<file path="src/pkvm_pkg.sv">
`timescale 1ns / 1ps
package pkvm_pkg;

   localparam int BUCKETS_DEFAULT = 32;
   localparam int CAPACITY_DEFAULT = 64;
   localparam int KEY_W = 64;
   localparam int VALUE_W = 64;
   localparam int COUNT_W = 7;

   typedef enum logic [0:0] {
      ACT_INSERT = 1'b0,
      ACT_LOOKUP = 1'b1
   } action_type;

   typedef enum logic [1:0] {
      ST_OK        = 2'd0,
      ST_DUPLICATE = 2'd1,
      ST_NOT_FOUND = 2'd2,
      ST_FULL      = 2'd3
   } status_type;

   typedef struct packed {
      action_type          action;
      logic [KEY_W-1:0]    key;
      logic [VALUE_W-1:0]  value;
   } req_type;

   typedef struct packed {
      status_type          status;
      logic [VALUE_W-1:0]  found_value;
      logic [COUNT_W-1:0]  entry_count;
   } rsp_type;

   typedef enum logic [2:0] {
      BK_CLEAR,
      BK_IDLE,
      BK_HEAD,
      BK_READ,
      BK_CMP,
      BK_DONE
   } back_state_type;

   // Folds the key by XOR of shifted copies into a 16-bit value from which the bucket index is taken.
   function automatic logic [15:0] key_fold(input logic [KEY_W-1:0] k);
      logic [KEY_W-1:0] x;
      begin
         x = k;
         x = x ^ (x >> 32);
         x = x ^ (x >> 16);
         x = x ^ (x >> 8);
         key_fold = x[15:0];
      end
   endfunction

endpackage

</file>
<file path="src/pkvm_front.sv">
`timescale 1ns / 1ps
module pkvm_front #(
   parameter int BUCKETS = pkvm_pkg::BUCKETS_DEFAULT,
   parameter int BUCKET_W = 5
) (
   input  logic                  clock,
   input  logic                  reset,
   input  logic                  req_valid,
   output logic                  req_stall,
   input  pkvm_pkg::req_type     req_data,
   output logic                  q_valid,
   input  logic                  q_take,
   output pkvm_pkg::req_type     q_req,
   output logic [BUCKET_W-1:0]   q_bucket
);

   localparam int DEPTH = 2;

   pkvm_pkg::req_type       fifo_req_ff [DEPTH];
   logic [BUCKET_W-1:0]     fifo_bkt_ff [DEPTH];
   logic [1:0]              count_ff, count_in;
   logic                    wr_ptr_ff, wr_ptr_in, rd_ptr_ff, rd_ptr_in;
   logic                    push, pop;
   logic [15:0]             fold;
   logic [BUCKET_W-1:0]     fold_low;
   logic [BUCKET_W-1:0]     bucket;

   always_comb begin
      fold = pkvm_pkg::key_fold(req_data.key);
      fold_low = fold[BUCKET_W-1:0];
      if (32'(fold_low) >= 32'(BUCKETS)) begin
         bucket = BUCKET_W'(32'(fold_low) - 32'(BUCKETS));
      end else begin
         bucket = fold_low;
      end
   end

   assign req_stall = (count_ff == 2'(DEPTH));
   assign push = req_valid && !req_stall;
   assign pop = q_take && (count_ff != 2'd0);
   assign q_valid = (count_ff != 2'd0);
   assign q_req = fifo_req_ff[rd_ptr_ff];
   assign q_bucket = fifo_bkt_ff[rd_ptr_ff];

   always_comb begin
      count_in = count_ff + 2'(push) - 2'(pop);
      wr_ptr_in = wr_ptr_ff ^ push;
      rd_ptr_in = rd_ptr_ff ^ pop;
   end

   always_ff @(posedge clock) begin
      if (reset) begin
         count_ff <= '0;
         wr_ptr_ff <= 1'b0;
         rd_ptr_ff <= 1'b0;
      end else begin
         count_ff <= count_in;
         wr_ptr_ff <= wr_ptr_in;
         rd_ptr_ff <= rd_ptr_in;
      end
   end

   always_ff @(posedge clock) begin
      if (push) begin
         fifo_req_ff[wr_ptr_ff] <= req_data;
         fifo_bkt_ff[wr_ptr_ff] <= bucket;
      end
   end

endmodule

</file>
<file path="config.mk">
export PLATFORM = sky130hd
export DESIGN_NAME = pkvm_front
export DESIGN_NICKNAME = d
export VERILOG_FILES = /design/src/pkvm_pkg.sv /design/src/pkvm_front.sv
export SDC_FILE = /design/constraint.sdc
export NUM_CORES = 1
export LEC_CHECK = 0
export CAP_MARGIN = 10
export CORE_MARGIN = 4
export CORE_UTILIZATION = 40
export DETAILED_ROUTE_END_ITERATION = 10
export DONT_BUFFER_PORTS = 1
export MAX_ROUTING_LAYER = met4
export SYNTH_ARGS = -nofsm -noshare
export SYNTH_HDL_FRONTEND = slang
export SYNTH_SLANG_ARGS = --single-unit
</file>
<file path="constraint.sdc">
create_clock -name clock -period 4.89 [get_ports clock]
set_input_delay 0.489 -clock clock [delete_from_list [all_inputs] [get_ports clock]]
set_output_delay 0.489 -clock clock [all_outputs]
set_load 0.02 [all_outputs]
</file>
==> results of run 1 <==
metal layers:
metal	track usage, %	up-vias
met2	22.7	185
met1	13.3	2141
met4	3.75	0
met5	-	-
met3	5.80	34
li1	-	1895
registers in the layout, summed over array words and instances, names as in the netlist:
register	flops
fifo_req_ff	258
fifo_bkt_ff	10
count_ff	2
rd_ptr_ff	1
wr_ptr_ff	1
through the flow:
stage / hold WS [ns] / cell area (sq um) / total power, mW / setup WS (ns) / instances
2_1_floorplan: 0.501 / 10400 / 4.86 / 0.633 / 476
3_3_place_gp: 0.514 / 10800 / 5.09 / 2.39 / 795
3_5_place_dp: 0.532 / 10800 / 5.13 / 2.32 / 795
4_1_cts: 0.000933 / 11700 / 7.13 / 1.75 / 846
5_1_grt: 0.00922 / 11700 / 7.34 / 1.65 / 847
6_report: 0.0422 / 11700 / 7.02 / 1.86 / 847
cell type report:
| cell class | instances | share of cell area [%] |
|---|---|---|
| Sequential cell | 272 | 69.7 |
| Multi-Input combinational cell | 185 | 18.4 |
| Clock buffer | 34 | 6.38 |
| Tap cell | 330 | 3.54 |
| Clock inverter | 16 | 1.09 |
| Timing Repair Buffer | 6 | 0.751 |
| Inverter | 4 | 0.129 |
cells by family after synthesis:
kind of cell / count (synthesis) / share of synthesized area, %
flip-flops: 272 / 78.3
AND/OR/NAND/NOR: 9 / 0.434
buffers and inverters: 19 / 1.29
AO/OA/AOI/OAI: 1 / 0.0723
adder cells (fa/ha/maj): 4 / 0.482
multiplexers: 134 / 16.3
XOR/XNOR: 37 / 3.12
synth_stat cells:
cell	number	area, sq um
nor2_1	3	11.3
o21a_1	1	7.51
xor2_1	6	52.6
mux2_2	84	946
buf_2	8	40.0
inv_1	4	15.0
nor3_1	1	5.00
dfxtp_1	4	80.1
nor2b_1	1	6.26
xnor2_1	31	272
ha_1	4	50.1
mux2_4	50	751
nand2b_1	1	6.26
buf_6	7	78.8
edfxtp_1	268	8050
nand2_1	1	3.75
and2_1	1	6.26
or2_2	1	6.26
how the worst max path moves through the flow:
stage	start	end	slack, ns
after detailed placement	rd_ptr_ff	q_req[112]	2.32
after floorplan	req_valid	fifo_bkt_ff[1][0]	0.63
after global routing	rd_ptr_ff	q_req[112]	1.65
final	rd_ptr_ff	q_req[112]	1.86
after global placement	rd_ptr_ff	q_req[112]	2.39
after CTS	rd_ptr_ff	q_req[112]	1.75
where the power goes:
group,internal [mW],switching [mW]
clock,1.18,0.803
sequential,3.06,0.196
combinational,0.652,1.13
timing repair:
| item | 4_1_cts | 5_1_grt |
|---|---|---|
| endpoints found under the hold margin | 1 | 1 |
| hold buffers | 1 | 1 |
| resized for setup | 0 | 0 |
worst reg2reg max path: stages (launching register included):
cell and delay (ns):
dfxtp_1 0.38, nand2b_1 0.14, nand2_1 0.09, inv_1 0.14
ha_4 0.73, buf_12 0.42
==> flow_metrics.py, run 1 <==
metrics = {
    "worst_setup_path": {
        "cp-end-kind": "output port",
        "start_kind": "flop",
        "reg2reg_to": "fifo_req_ff[0][90]",
        "rrSetupSlack_ns": 2.53,
        "max_stage_delay_ns": 1.04,
        "critPathRequiredTime_ns": 4.40,
        "path_class": "flop to output port",
        "cp.depth": 2,
        "r2r-start": "count_ff[0]",
        "cp_max_fo": 76,
        "slowest_stage": "dfxtp_4",
        "worst_r2r_path_depth": 5,
        "worstPathArrival_ns": 2.55,
        "cp_num_buf_inv": 1,
        "path_delay_family": "flip-flops",
        "worstPathCellList": "buf_4, mux2_2",
    },
    "layout": {
        "layout.area.seq_sq_mm": 0.00813,
        "final_common_cell": "edfxtp_1",
        "nFillCells": 2091,
        "syn_to_final_growth_pct": 12.3,
        "diodes": 0,
        "layout-drive-gt1-share_pct": 34.6,
        "final_nets": 634,
        "utilization_pct": 46.1,
        "mostFrequentLayoutCells": "edfxtp_1, mux2_2, mux2_4",
        "multi_input_area_sq_mm": 0.00215,
    },
    "detailed_routing": {
        "via_count": 4255,
        "routed_via_density": 5.02,
        "dr.pass1.iters": 4,
        "ant_nets": 0,
        "wl_met2_microns": 10200,
        "drc": 0,
        "wl_met3_microns": 2030,
        "wl_per_cell_microns": 22.6,
        "wirelength_microns": 19100,
        "top_layer_used": "met4",
        "drtIter0Drc": 298,
        "wl_met1_microns": 6420,
    },
    "logic_synthesis": {
        "syn_area_sq_mm": 0.0104,
        "seq_area_frac_synth_pct": 78.3,
        "syn_inst": 476,
        "syn-num-nets": 613,
        "synth_area_per_cell_sq_um": 21.8,
        "synth-seq-cells": 272,
        "ys_types": 18,
        "ys.warnings.count": 0,
    },
    "floorplan": {
        "row_count": 58,
        "die_x_microns": 169,
        "dieArea_sq_mm": 0.0286,
        "pin_count": 269,
        "initial_core_util_pct": 41.0,
        "core_sq_mm": 0.0253,
        "fp.dieH_microns": 169,
    },
    "global_routing": {
        "gr-total-overflow": 0,
        "grt_start_max_net_pins": 77,
        "antenna_found_initial": 0,
        "grt_pass1_vias": 4540,
        "grt_pass1_wl_microns": 27600,
        "globalRouteTotalUtil_pct": 13.0,
    },
    "pwr": {
        "p_leak_nw": 3.83,
        "p_per_area_mw_per_mm2": 602,
        "irDropWorstVdd_uv": 356,
    },
    "flow_run": {
        "maxCapViolCount": 0,
    },
    "status": {
        "status": "finished clean",
    },
    "worst_hold_path": {
        "worstHoldStart": "reset",
        "hold_class": "input port to flop",
        "hold_path_depth": 1,
        "min_to": "count_ff[0]",
    },
    "sta": {
        "hold_viol": 0,
        "period_share_pct": 62.1,
        "setup_violations": 0,
        "period_needed_ns": 3.03,
        "skew_ns": 0.0105,
        "relSlewSlack_pct": 24.1,
        "setup_tns_ns": 0,
        "max_freq_mhz": 330,
        "worstMarginPinSlew_ns": 1.14,
        "drv_slew": 0,
        "rsz0062_at_grt": "false",
    },
    "clock_tree": {
        "cts_tree": "yes",
        "cts_max_level": 1,
        "cts_buffers": 28,
        "cts_sinks": 272,
        "root_buffer": "clkbuf_16",
        "post-cts-setup-buffers": 0,
        "clk_pin_slew_ns": 0.06,
        "clock_latency_ns": 0.52,
        "clk_path_buf_depth": 3,
    },
    "place": {
        "dp_hpwl_microns": 12900,
        "gp_congestion": 0.733,
        "port_buffers": 0,
    },
}
Note: power is estimated with default switching activity, not from simulation.
==> run 2, diff against run 1 <==
Clock period 4.89 ns to 3.1 ns, I/O delays scaled along.
==> flow_metrics.py, run 2 (synthesis results as in run 1) <==
metrics = {
    "pwr": {
        "p_per_area_mw_per_mm2": 880,
        "finalPower_mw": 11.5,
        "irDropWorstVdd_uv": 574,
        "p_leak_nw": 4.41,
    },
    "worst_setup_path": {
        "slowest_stage": "dfxtp_4",
        "reg2reg_to": "fifo_req_ff[1][96]",
        "r2r-start": "count_ff[0]",
        "max_stage_delay_ns": 0.65,
        "cp-end-kind": "output port",
        "worstPathCellList": "buf_12, mux2_2",
        "critPathRequiredTime_ns": 2.79,
        "worstPathArrival_ns": 2.21,
        "cp.depth": 2,
        "path_delay_family": "flip-flops",
        "cp_num_buf_inv": 1,
        "cp_max_fo": 83,
        "start_kind": "flop",
        "path_class": "flop to output port",
        "worst_r2r_path_depth": 5,
        "rrSetupSlack_ns": 1.17,
    },
    "layout": {
        "final_nets": 764,
        "fin_area_sq_mm": 0.0130,
        "mostFrequentLayoutCells": "edfxtp_1, dlygate4sd3_1, mux2_2",
        "top_register": "fifo_req_ff",
        "largestRegisters": "fifo_req_ff (258), fifo_bkt_ff (10), count_ff (2)",
        "nFillCells": 1968,
        "layout-drive-gt1-share_pct": 28.7,
        "diodes": 0,
        "final_common_cell": "edfxtp_1",
        "largest_register_ffs": 258,
        "syn_to_final_growth_pct": 25.6,
    },
    "clock_tree": {
        "cts_sinks": 272,
        "clk_pin_slew_ns": 0.06,
        "cts_tree": "yes",
        "root_buffer": "clkbuf_16",
        "cts_max_level": 1,
        "clk_path_buf_depth": 3,
        "ctsResizeCount": 0,
        "cts_buffers": 28,
        "clock_latency_ns": 0.53,
    },
    "floorplan": {
        "dieArea_sq_mm": 0.0286,
        "row_count": 58,
        "pin_count": 269,
        "core_sq_mm": 0.0253,
        "fp.dieH_microns": 169,
        "initial_core_util_pct": 41.0,
        "die_x_microns": 169,
    },
    "sta": {
        "worstMarginPinSlew_ns": 0.796,
        "period_needed_ns": 2.52,
        "drv_slew": 0,
        "hold_viol": 0,
        "period_share_pct": 81.4,
        "relSlewSlack_pct": 47.0,
        "whs_ns": 0.117,
        "rsz0062_at_grt": "false",
        "max_freq_mhz": 396,
        "skew_ns": 0.00953,
        "setup_violations": 0,
    },
    "worst_hold_path": {
        "min_to": "rd_ptr_ff",
        "hold_class": "input port to flop",
        "worstHoldStart": "q_take",
        "hold_path_depth": 3,
    },
    "place": {
        "gp_congestion": 0.764,
        "detailed_place.area_sq_mm": 0.0108,
        "port_buffers": 0,
    },
    "detailed_routing": {
        "wl_per_cell_microns": 21.1,
        "wirelength_microns": 20600,
        "drc": 0,
        "via_count": 4740,
        "routed_via_density": 4.85,
        "ant_nets": 0,
        "dr.pass1.iters": 4,
        "drtIter0Drc": 283,
    },
    "global_routing": {
        "globalRouteTotalUtil_pct": 14.1,
        "antenna_found_initial": 0,
        "gr-total-overflow": 0,
        "grt_pass1_vias": 5130,
        "grt_start_max_net_pins": 135,
        "grt_pass1_wl_microns": 30300,
    },
    "status": {
        "status": "finished clean",
    },
    "flow_run": {
        "maxCapViolCount": 0,
    },
}
run 2: changes by cell type in the layout (fill, tap and decap cells not counted):
cell	before	now
buf_12	3	4
buf_4	1	2
bufinv_16	2	4
clkbuf_1	5	4
clkinv_1	8	5
clkinv_2	3	5
clkinv_4	0	1
dlygate4sd3_1	2	130
run 2: layer usage:
| layer | part of all wire, % | GRT usage [%] | vias to the layer above |
|---|---|---|---|
| li1 | - | - | 2154 |
| met1 | 37 | 16.0 | 2359 |
| met2 | 52 | 23.7 | 187 |
| met3 | 8.1 | 4.38 | 40 |
| met4 | 3.5 | 4.87 | 0 |
| met5 | 0 | - | - |
run 2: layout make-up:
type	count	area [sq um]	share of cell area, %
clock buffers	33	741	5.68
flip-flops and latches	272	8130	62.4
multi-input cells	185	2150	16.5
inverters	4	15.0	0.115
repair buffers	136	1400	10.7
well taps	330	413	3.17
clock inverters	18	195	1.50
run 2: power by group:
group,switching (mW),leakage (nW),internal [mW]
logic,1.96,1.42,1.15
clock network,1.31,0.451,2.03
registers,0.211,2.54,4.82
run 2: what timing repair did:
item,in CTS,in global routing
hold buffers,130,0
setup buffers,0,0
endpoints found under the hold margin,262,0
run 2: stage by stage:
stage	instances	util, %	TNS, ns	worst slack, ns
2_1_floorplan	476	-	-304.66	-1.14
3_3_place_gp	797	42.7	0	1.17
3_5_place_dp	797	42.7	0	1.14
4_1_cts	978	51.5	0	0.544
5_1_grt	978	51.5	0	0.487
6_report	978	51.5	0	0.577
run 2: tightest hold or removal path, cell delays in order:
cell     delay (ns)
o21a_1         0.12
xnor2_1        0.14
nor2_1         0.04
run 2: how the worst max path moves through the flow:
stage                           start                 to  slack, ns
after floorplan           count_ff[0]  fifo_bkt_ff[1][0]      -1.14
after global placement      rd_ptr_ff          q_req[54]       1.17
after detailed placement    rd_ptr_ff          q_req[54]       1.14
after CTS                   rd_ptr_ff          q_req[54]       0.54
after global routing        rd_ptr_ff        q_bucket[3]       0.49
final                       rd_ptr_ff        q_bucket[3]       0.58
